`src/sv/qeb_pkg.sv`:
```
package qeb_pkg;

	localparam int PAIR_W     = 2;
	localparam int COUNT_W    = 8;
	localparam int PIN_W      = 8;
	// number of count fields in one result item
	localparam int OUT_FIELDS = 4;

	typedef logic [PAIR_W-1:0]         pair_t;
	typedef logic signed [COUNT_W-1:0] count_t;

	// pin pair codes
	localparam pair_t PAIR_00 = 2'b00;
	localparam pair_t PAIR_01 = 2'b01;
	localparam pair_t PAIR_10 = 2'b10;
	localparam pair_t PAIR_11 = 2'b11;

	// saturation limits
	localparam count_t COUNT_MAX = 8'sd64;
	localparam count_t COUNT_MIN = -8'sd64;

	// per-lane control for one accepted item
	typedef struct packed {
		logic apply;
		logic clear;
	} lane_ctl_t;

endpackage

```
`src/sv/qeb_in_if.sv`:
```
interface qeb_in_if import qeb_pkg::*; ();

	logic               valid;
	logic               ready;
	logic [PIN_W-1:0]   encoder_pins;
	logic               clear_counts;

	modport source (output valid, output encoder_pins, output clear_counts, input ready);
	modport sink (input valid, input encoder_pins, input clear_counts, output ready);

endinterface

```
`src/sv/qeb_out_if.sv`:
```
interface qeb_out_if import qeb_pkg::*; ();

	logic   valid;
	logic   ready;
	count_t count_enc0;
	count_t count_enc1;
	count_t count_enc2;
	count_t count_enc3;

	modport source (output valid, output count_enc0, output count_enc1,
		output count_enc2, output count_enc3, input ready);
	modport sink (input valid, input count_enc0, input count_enc1,
		input count_enc2, input count_enc3, output ready);

endinterface

```
`src/sv/qeb_lane.sv`:
```
// One encoder: pair history and saturating detent count.
module qeb_lane import qeb_pkg::*; (
	input  logic      clk,
	input  logic      arst_n,
	input  lane_ctl_t ctl,
	input  pair_t     pair,
	output count_t    count_next
);

	pair_t  prev_q;
	pair_t  earlier_q;
	count_t count_q;

	logic   changed;
	logic   step_up;
	logic   step_down;
	count_t base;

	// sequence match against earlier / previous / current pairs
	always_comb begin
		changed   = (pair != prev_q);
		step_up   = (earlier_q == PAIR_00 && prev_q == PAIR_01 && pair == PAIR_11) ||
		            (earlier_q == PAIR_11 && prev_q == PAIR_10 && pair == PAIR_00);
		step_down = (earlier_q == PAIR_00 && prev_q == PAIR_10 && pair == PAIR_11) ||
		            (earlier_q == PAIR_11 && prev_q == PAIR_01 && pair == PAIR_00);
		base      = ctl.clear ? '0 : count_q;
		count_next = base;
		if (changed && step_up) begin
			if (base != COUNT_MAX)
				count_next = base + count_t'(1);
		end else if (changed && step_down) begin
			if (base != COUNT_MIN)
				count_next = base - count_t'(1);
		end
	end

	// state update on each accepted item
	always_ff @(posedge clk or negedge arst_n) begin
		if (!arst_n) begin
			prev_q    <= PAIR_00;
			earlier_q <= PAIR_00;
			count_q   <= '0;
		end else if (ctl.apply) begin
			prev_q  <= pair;
			count_q <= count_next;
			if (changed)
				earlier_q <= prev_q;
		end
	end

endmodule

```
`src/sv/qeb_merge.sv`:
```
// Handshake control and result register collecting the lane counts.
module qeb_merge import qeb_pkg::*; #(
	parameter int NUM_LANES = 4
) (
	input  logic            clk,
	input  logic            arst_n,
	qeb_in_if.sink          samples,
	output lane_ctl_t       ctl,
	input  count_t          lane_count [NUM_LANES],
	qeb_out_if.source       counts
);

	logic   valid_q;
	count_t field_q [OUT_FIELDS];
	count_t field_d [OUT_FIELDS];
	logic   accept;

	// new item may enter whenever the result register frees up this cycle
	assign samples.ready = !valid_q || counts.ready;
	assign accept        = samples.valid && samples.ready;
	assign ctl.apply     = accept;
	assign ctl.clear     = samples.clear_counts;

	// absent encoders report zero
	for (genvar j = 0; j < OUT_FIELDS; j++) begin : g_field
		if (j < NUM_LANES) begin : g_used
			assign field_d[j] = lane_count[j];
		end else begin : g_absent
			assign field_d[j] = '0;
		end
	end

	always_ff @(posedge clk or negedge arst_n) begin
		if (!arst_n) begin
			valid_q <= 1'b0;
		end else if (accept) begin
			valid_q <= 1'b1;
		end else if (counts.ready) begin
			valid_q <= 1'b0;
		end
	end

	always_ff @(posedge clk) begin
		if (accept)
			field_q <= field_d;
	end

	assign counts.valid      = valid_q;
	assign counts.count_enc0 = field_q[0];
	assign counts.count_enc1 = field_q[1];
	assign counts.count_enc2 = field_q[2];
	assign counts.count_enc3 = field_q[3];

endmodule

```
`src/sv/quadrature_encoder_bank.sv`:
```
// The counts for an accepted pin sample are in the result register in the following cycle.
// Throughput: one item per cycle while the output is not stalled; lane counts are
// combinational and the result register takes a new item in the cycle its held item is taken.
// Reset (arst_n low, asynchronous): all pin pairs and counts go to zero and
// no result is held.
module quadrature_encoder_bank import qeb_pkg::*; #(
	parameter int NUM_ENCODERS = 4
) (
	input  logic      clk,
	input  logic      arst_n,
	qeb_in_if.sink    samples,
	qeb_out_if.source counts
);

	lane_ctl_t ctl;
	count_t    lane_count [NUM_ENCODERS];

	// one lane per encoder; encoders past the pin field see pair zero
	for (genvar k = 0; k < NUM_ENCODERS; k++) begin : g_lane
		pair_t pair;
		if (k < OUT_FIELDS) begin : g_pin
			assign pair = samples.encoder_pins[PAIR_W*k +: PAIR_W];
		end else begin : g_nopin
			assign pair = PAIR_00;
		end

		qeb_lane u_lane (
			.clk        (clk),
			.arst_n     (arst_n),
			.ctl        (ctl),
			.pair       (pair),
			.count_next (lane_count[k])
		);
	end

	qeb_merge #(
		.NUM_LANES (NUM_ENCODERS)
	) u_merge (
		.clk        (clk),
		.arst_n     (arst_n),
		.samples    (samples),
		.ctl        (ctl),
		.lane_count (lane_count),
		.counts     (counts)
	);

endmodule

```
`src/flat_wrapper.sv`:
```
// flat-port wrapper written by rule: the top's interface ports become plain ports
module quadrature_encoder_bank_flat import qeb_pkg::*;
#(
	parameter int NUM_ENCODERS = 4
)
  (clk, arst_n, samples_valid, samples_encoder_pins, samples_clear_counts, samples_ready, counts_valid, counts_count_enc0, counts_count_enc1, counts_count_enc2, counts_count_enc3, counts_ready);
  qeb_in_if samples_i ();
  qeb_out_if counts_i ();
  input  logic clk;
  input  logic arst_n;
  input wire logic [$bits(samples_i.valid)-1:0] samples_valid;
  input wire logic [$bits(samples_i.encoder_pins)-1:0] samples_encoder_pins;
  input wire logic [$bits(samples_i.clear_counts)-1:0] samples_clear_counts;
  output wire logic [$bits(samples_i.ready)-1:0] samples_ready;
  output wire logic [$bits(counts_i.valid)-1:0] counts_valid;
  output wire logic [$bits(counts_i.count_enc0)-1:0] counts_count_enc0;
  output wire logic [$bits(counts_i.count_enc1)-1:0] counts_count_enc1;
  output wire logic [$bits(counts_i.count_enc2)-1:0] counts_count_enc2;
  output wire logic [$bits(counts_i.count_enc3)-1:0] counts_count_enc3;
  input wire logic [$bits(counts_i.ready)-1:0] counts_ready;
  assign samples_i.valid = samples_valid;
  assign samples_i.encoder_pins = samples_encoder_pins;
  assign samples_i.clear_counts = samples_clear_counts;
  assign samples_ready = samples_i.ready;
  assign counts_valid = counts_i.valid;
  assign counts_count_enc0 = counts_i.count_enc0;
  assign counts_count_enc1 = counts_i.count_enc1;
  assign counts_count_enc2 = counts_i.count_enc2;
  assign counts_count_enc3 = counts_i.count_enc3;
  assign counts_i.ready = counts_ready;
  quadrature_encoder_bank #(.NUM_ENCODERS(NUM_ENCODERS)) u_core (.clk(clk), .arst_n(arst_n), .samples(samples_i), .counts(counts_i));
endmodule
```
`config.mk`:
```
export PLATFORM = sky130hd
export DESIGN_NAME = quadrature_encoder_bank_flat
export DESIGN_NICKNAME = d
export VERILOG_FILES = /design/src/sv/qeb_pkg.sv /design/src/sv/qeb_in_if.sv /design/src/sv/qeb_out_if.sv /design/src/sv/qeb_lane.sv /design/src/sv/qeb_merge.sv /design/src/sv/quadrature_encoder_bank.sv /design/src/flat_wrapper.sv
export SDC_FILE = /design/constraint.sdc
export NUM_CORES = 1
export LEC_CHECK = 0
export BUFFER_PORTS_ARGS = -buffer_cell sky130_fd_sc_hd__buf_2
export CAP_MARGIN = 40
export CORE_MARGIN = 5
export CORE_UTILIZATION = 61
export CTS_CLUSTER_SIZE = 14
export DETAILED_ROUTE_END_ITERATION = 7
export PLACE_DENSITY = 0.81
export SYNTH_ARGS = -nofsm -noshare
export SYNTH_HDL_FRONTEND = slang
export SYNTH_SLANG_ARGS = --single-unit
```
`constraint.sdc`:
```
create_clock -name clk -period 2.8 [get_ports clk]
set_clock_uncertainty 0.15 [all_clocks]
set_input_delay 0.56 -clock clk [delete_from_list [all_inputs] [get_ports clk]]
set_output_delay 0.56 -clock clk [all_outputs]
set_load 0.1 [all_outputs]
```
# --- Word-level counts from Yosys, hierarchy flattened ---
# Index checks and enable logic that the tools add are counted.
totals:
  reg_bits: 81
  latchBits: 0
  ramBits: 0
  mem_bits_ro: 0
  input_bits: 13
  out_inout_bits: 34
  wordCells: 139
  mem_count: 0
op_classes:
  n_addsub: 8
  multipliers: 0
  div_mod_pow: 0
  magnitude_cmp: 0
  n_eq_ne: 28
  n_shift: 0
  mux: 22
  n_bitwise: 0
  reduce_logical: 64
op_table:
  columns: ["cell", "count"]
  rows:
  - ["$mux W8", 20]
  - ["$logic_and A1 B1 Y1", 41]
  - ["$add A8 B2 Y8 const B", 4]
  - ["$ne A8 B7 Y1 const B", 4]
  - ["$ne A8 B8 Y1 const B", 4]
  - ["$sub A8 B2 Y8 const B", 4]
  - ["$eq A2 B2 Y1 const B", 12]
  - ["$logic_not A2 Y1", 8]
  - ["$logic_or A1 B1 Y1", 9]
  - ["$eq A2 B1 Y1 const B", 4]
  - ["$ne A2 B2 Y1", 4]
  - ["$reduce_and A2 Y1", 4]
  - ["$mux W1", 2]
  - ["$reduce_bool A2 Y1", 1]
  - ["$logic_not A1 Y1", 1]

# --- Longest topological paths before layout ---
depth:
  word_depth: 7
  mapped_depth: 12
  depth_no_buf: 9

# --- Modules after synthesis ---
# A second synthesis with hierarchy kept.
hier_totals:
  cells_unflattened: 726
  hier_area_um2: 6439.9
by_module_without_submodules:
  columns: ["module", "n_inst", "cells_per_inst", "area_each_um2", "seq_area_each_um2"]
  rows:
  - ["qeb_lane", 4, 172, 1352.5, 300.3]
  - ["qeb_merge", 1, 38, 1029.7, 985.9]

# --- Worst setup path after synthesis ---
# No wires, ideal clock.
synth_path:
  path_kind: "register -> register"
  start: "register u_core.u_merge.valid_q, in the netlist u_core.u_merge.counts.valid"
  end: "register u_core.u_merge.field_q, in the netlist u_core.u_merge.counts.count_enc0[0] (enable)"
  arrival_time_ps: 3458
  t_required_ps: 2241
  slack_ps: -1217
  path_stages_with_launch: 6
  n_path_buf: 2
  synth_period_minus_slack_ps: 4017
  path_cell_list: "dfrtp_1 > nand2b_1 > nand2_1 > inv_1 > clkbuf_1 > clkbuf_1"
synth_between:
  elab_chain_len: 3
synth_lines:
  columns: ["item", "line_no", "text"]
  rows:
  - ["from (decl)", "qeb_merge.sv:13", "logic valid_q;"]
  - ["from (signal assigned)", "qeb_merge.sv:35", "valid_q <= 1'b0;"]
  - ["from (signal assigned)", "qeb_merge.sv:37", "valid_q <= 1'b1;"]
  - ["from (signal assigned)", "qeb_merge.sv:39", "valid_q <= 1'b0;"]
  - ["$logic_not A1 Y1", "qeb_merge.sv:19", "assign samples.ready = !valid_q || counts.ready;"]
  - ["$logic_or A1 B1 Y1", "qeb_merge.sv:19", null]
  - ["net samples_ready", "flat_wrapper.sv:14", "output wire logic [$bits(samples_i.ready)-1:0] samples_ready;"]
  - ["$logic_and A1 B1 Y1", "qeb_merge.sv:20", "assign accept = samples.valid && samples.ready;"]
  - ["net u_core.u_merge.accept", "qeb_merge.sv:16", "logic accept;"]
  - ["to (signal assigned)", "qeb_merge.sv:45", "field_q <= field_d;"]
  - ["to (decl)", "qeb_merge.sv:14", "count_t field_q [OUT_FIELDS];"]
# The timed path passes the listed nets, and every way through them passes these cells.
# A chain may end at the register's enable or synchronous reset.

# --- Worst setup path after layout ---
layout_path:
  start: "register u_core.g_lane[3].u_lane.earlier_q[1]"
  end: "register u_core.u_merge.field_q, in the netlist u_core.u_merge.counts.count_enc3[1] (data pin)"
layout_between:
  elab_chain_len: 7
  word_cells_on_any_way: 16
  classes_between: "eq/ne: 1; mux: 2; reduce/logical: 13"
layout_lines:
  columns: ["item", "line_no", "text"]
  rows:
  - ["from (decl)", "qeb_lane.sv:11", "pair_t earlier_q;"]
  - ["from (signal assigned)", "qeb_lane.sv:47", "earlier_q <= prev_q;"]
  - ["$eq A2 B2 Y1 or $logic_not A2 Y1 (tied branches)", null, null]
  - ["$logic_and A1 B1 Y1 (on tied branches) (2 in series)", "qeb_lane.sv:25, qeb_lane.sv:24", null]
  - ["$logic_or A1 B1 Y1", "qeb_lane.sv:24", "step_down = (earlier_q == PAIR_00 && prev_q == PAIR_10 && pair == PAIR_11) ||"]
  - ["$logic_and A1 B1 Y1", "qeb_lane.sv:31", "end else if (changed && step_down) begin"]
  - ["$mux W8", "qeb_lane.sv:31", null]
  - ["$mux W8 *", "qeb_lane.sv:28", "if (changed && step_up) begin"]
  - ["net u_core.g_lane[3].u_lane.count_next[1]", "qeb_lane.sv:7", "output count_t count_next"]
# Mark *: on every way through the listed nets, which the timed path passes. The rest lies on a longest branch.

==> key figures <==
Timing
  • Min Clock Period, post-route: 2.344 ns
  • Final setup vio count: 0
  • Unrepaired setup endpoints after global routing: no
  • Slew Limit Fails: 0
  • Setup TNS: 0 ns
  • Worst Tran Pin Value: 0.7642 ns
  • Relative slew slack: about half
  • Final Hold Violating Endpoints: 0
  • Final period util: 83.70%
  • Hold Slack: 0.1139 ns
  • Worst Slack Setup Final: 0.4564 ns
  • Achievable frequency: 426.7 MHz

Global routing
  • GRT overflow: 0
  • Vias in the first global route: roughly 5000
  • First-pass GRT wire length: ~24000 microns
  • Pin count of the biggest net entering global routing: 60
  • Antenna violations before repair: 0
  • All-Layer GR Usage: between 20 and 30%

Synth
  • Asr flop ratio synth: roughly three fifths
  • Post-synthesis cell type count: 76
  • Cell Area, Synth: 5613 sq um
  • Syn. warnings: 0
  • Synth Instances: 632
  • FF+latch count, synth: 81
  • Seq/Total Area, Yosys: 38.97%
  • Synthesized area per cell: 8.881 sq um
  • Post-synth EDFFs: 32
  • Syn_nets: 657
  • Synth Flop Type: dfrtp_1

Setup path
  • Critical Path RT: 2.76 ns
  • Critical Path AT: approximately 2.3 ns
  • Critical Path End Type: flop
  • Element type at the critical path start: flop
  • Crit-path max FO: 6
  • Crit path kind: reg2reg

Layout
  • Layout cells sized above 1: 13.88%
  • Final nets: 698
  • Diodes inserted: 0
  • Non-filler cells, final: 788
  • Area Growth Syn to Fin: 11.37%
  • Utilization after layout: 68.63%

Place
  • Number of I/O port buffers: 46
  • Inst Count DP: 773
  • GPL Wtd Cong: approximately 0.9
  • Dpl hpwl: 9605 microns
  • Worst slack at placement: 0.1463 ns

Drt
  • Routed Antenna Nets: 0
  • Drt wl/cell: between 15 and 20 microns
  • Total number of vias: 5104
  • DR pass1 iterations: 5
  • Routed WL: 13710 microns
  • # DRC: 0
  • 1st-iter DRT viols: around 300
  • Vias per cell: 6.477

Clock network
  • Post-CTS Hold Buffers: 0
  • Clock Tree Root: clkbuf_8
  • CTS Buf Count: 9
  • CTS H-tree lvls: 3
  • Setup Fix Bufs, Post-CTS: 0
  • Sink Count: 81
  • CTS max path bufs: 2
  • Clock Pin Slew Worst Setup and Hold Paths: 0.08 ns
  • TritonCTS clock tree: yes
  • Resized cells post-CTS: 0
  • Skew-Pair Late Insertion Delay: 0.36 ns

Power and ir drop
  • Leakage Power: between 2 and 3 nW
  • PwrDens: 711.5 nW/um^2
  • Worst vdd ir: 549.0 uV

Die
  • Row count: 35
  • Area of the core: 9109 sq um
  • Die W: approximately 110 microns
  • Die height: 105.9 microns
  • Initial Util: roughly three fifths
  • Number of I/O pins: 47
  • Full die area: 11220 sq um

Run status
  • Status: finished clean

Flow run
  • Number of max-cap violations: 0

Min path
  • Worst Hold Class: in2async
-- worst paths after layout --
path	start	end	slack [ns]	cells past startpoint
worst max register to register	u_core.g_lane[3].u_lane.earlier_q[1]	u_core.u_merge.counts.count_enc3[1]	0.46	5
worst min register to register	u_core.u_merge.counts.valid	u_core.u_merge.counts.valid	0.40	2
worst max-delay path	u_core.g_lane[3].u_lane.earlier_q[1]	u_core.u_merge.counts.count_enc3[1]	0.46	5
max in group asynchronous	arst_n	u_core.g_lane[1].u_lane.prev_q[1]	1.72	2
min in group clk	samples_valid	u_core.u_merge.counts.valid	0.27	2
worst min-delay path	arst_n	u_core.g_lane[2].u_lane.count_q[3]	0.11	1
-- layout make-up --
| cell class | count | area (sq um) |
|---|---|---|
| inverters | 18 | 67.56 |
| well taps | 111 | 138.9 |
| repair buffers | 66 | 430.4 |
| clock buffers | 11 | 141.4 |
| flip-flops and latches | 81 | 2187 |
| multi-input cells | 497 | 3217 |
| fillers | 734 | 2858 |
| clock inverters | 4 | 68.82 |
-- power by group --
group          internal (mW)  switching [mW]
clock                  0.518           0.427
combinational          0.573            1.10
sequential              1.49           0.339
total                   2.58            1.87
-- sequential cells by signal, indices dropped and copies added, names as in the netlist --
name,flops
u_core.g_lane.u_lane.count_q,32
u_core.g_lane.u_lane.earlier_q,8
u_core.g_lane.u_lane.prev_q,8
u_core.u_merge.counts.count_enc0,8
u_core.u_merge.counts.count_enc1,8
u_core.u_merge.counts.count_enc2,8
u_core.u_merge.counts.count_enc3,8
u_core.u_merge.counts.valid,1
-- worst max-delay path, stage by stage (launching register included) --
cell      delay, ns
dfrtp_1        0.41
or4bb_1        0.55
o22ai_2        0.32
nand2_1        0.21
a211oi_1       0.38
nor2_1         0.07
-- cells in the final DEF, fill, tap and decap left out, types with 6 or more instances in the layout --
cell / n
nand2_1: 83
dfrtp_1: 49
buf_2: 46
nor2_1: 41
edfxtp_1: 32
a21oi_1: 31
xnor2_1: 24
o21ai_0: 24
nor2b_1: 23
nor3_1: 20
nand3_1: 19
inv_1: 17
buf_4: 16
o22ai_1: 15
nand4_1: 13
nand2b_1: 12
ha_1: 12
xor2_1: 11
a31oi_1: 10
a211oi_1: 10
clkbuf_8: 10
and4_1: 9
a22oi_1: 8
and3_1: 7
o21ai_1: 7
nor4_1: 7
nand4bb_1: 6
o2111ai_1: 6
-- per-layer routing --
layer,routed length (microns),up-vias,track usage [%]
li1,-,2447,-
met2,6560,180,41.80
met5,0,-,0
met1,6090,2452,33.99
met4,234,0,9.251
met3,820,25,4.554
-- stage by stage --
stage	power [mW]	area [sq um]
CTS	4.450	6251
global placement	3.437	6041
finish	4.447	6251
global route	4.731	6251
floorplan	3.120	5628
detailed placement	3.499	6041
-- cells in the mapped netlist (7+ instances only) --
library cell	instances	share of area, %
a22oi_1	8	1.1
nor4_1	7	0.78
clkbuf_1	26	1.7
o22ai_1	15	1.7
and3_1	7	0.78
o21ai_1	7	0.62
edfxtp_1	32	17
nand3_1	19	1.7
a211oi_1	10	1.3
nor2_1	41	2.7
nand2b_1	13	1.4
inv_1	18	1.2
a31oi_1	10	1.1
nand2_1	84	5.6
xnor2_1	24	3.7
and4_1	9	1.4
nand4_1	13	1.4
ha_1	12	2.7
nor3_1	20	1.8
nor2b_1	23	2.6
o21ai_0	24	2.1
xor2_1	11	1.7
dfrtp_1	49	22
a21oi_1	31	2.8
-- cells by family (layout without fill, tap and decap cells) --
| family | Yosys count | in the layout | synth area share, % |
|---|---|---|---|
| AND/OR/NAND/NOR | 286 | 286 | 28.58 |
| AO/OA/AOI/OAI | 159 | 159 | 19.48 |
| flip-flops | 81 | 81 | 38.97 |
| buffers and inverters | 54 | 99 | 3.901 |
| XOR/XNOR | 35 | 35 | 5.461 |
| adder cells (fa/ha/maj) | 12 | 12 | 2.675 |
| multiplexers | 5 | 5 | 0.9362 |
Note: power is estimated with default switching activity, not from simulation.
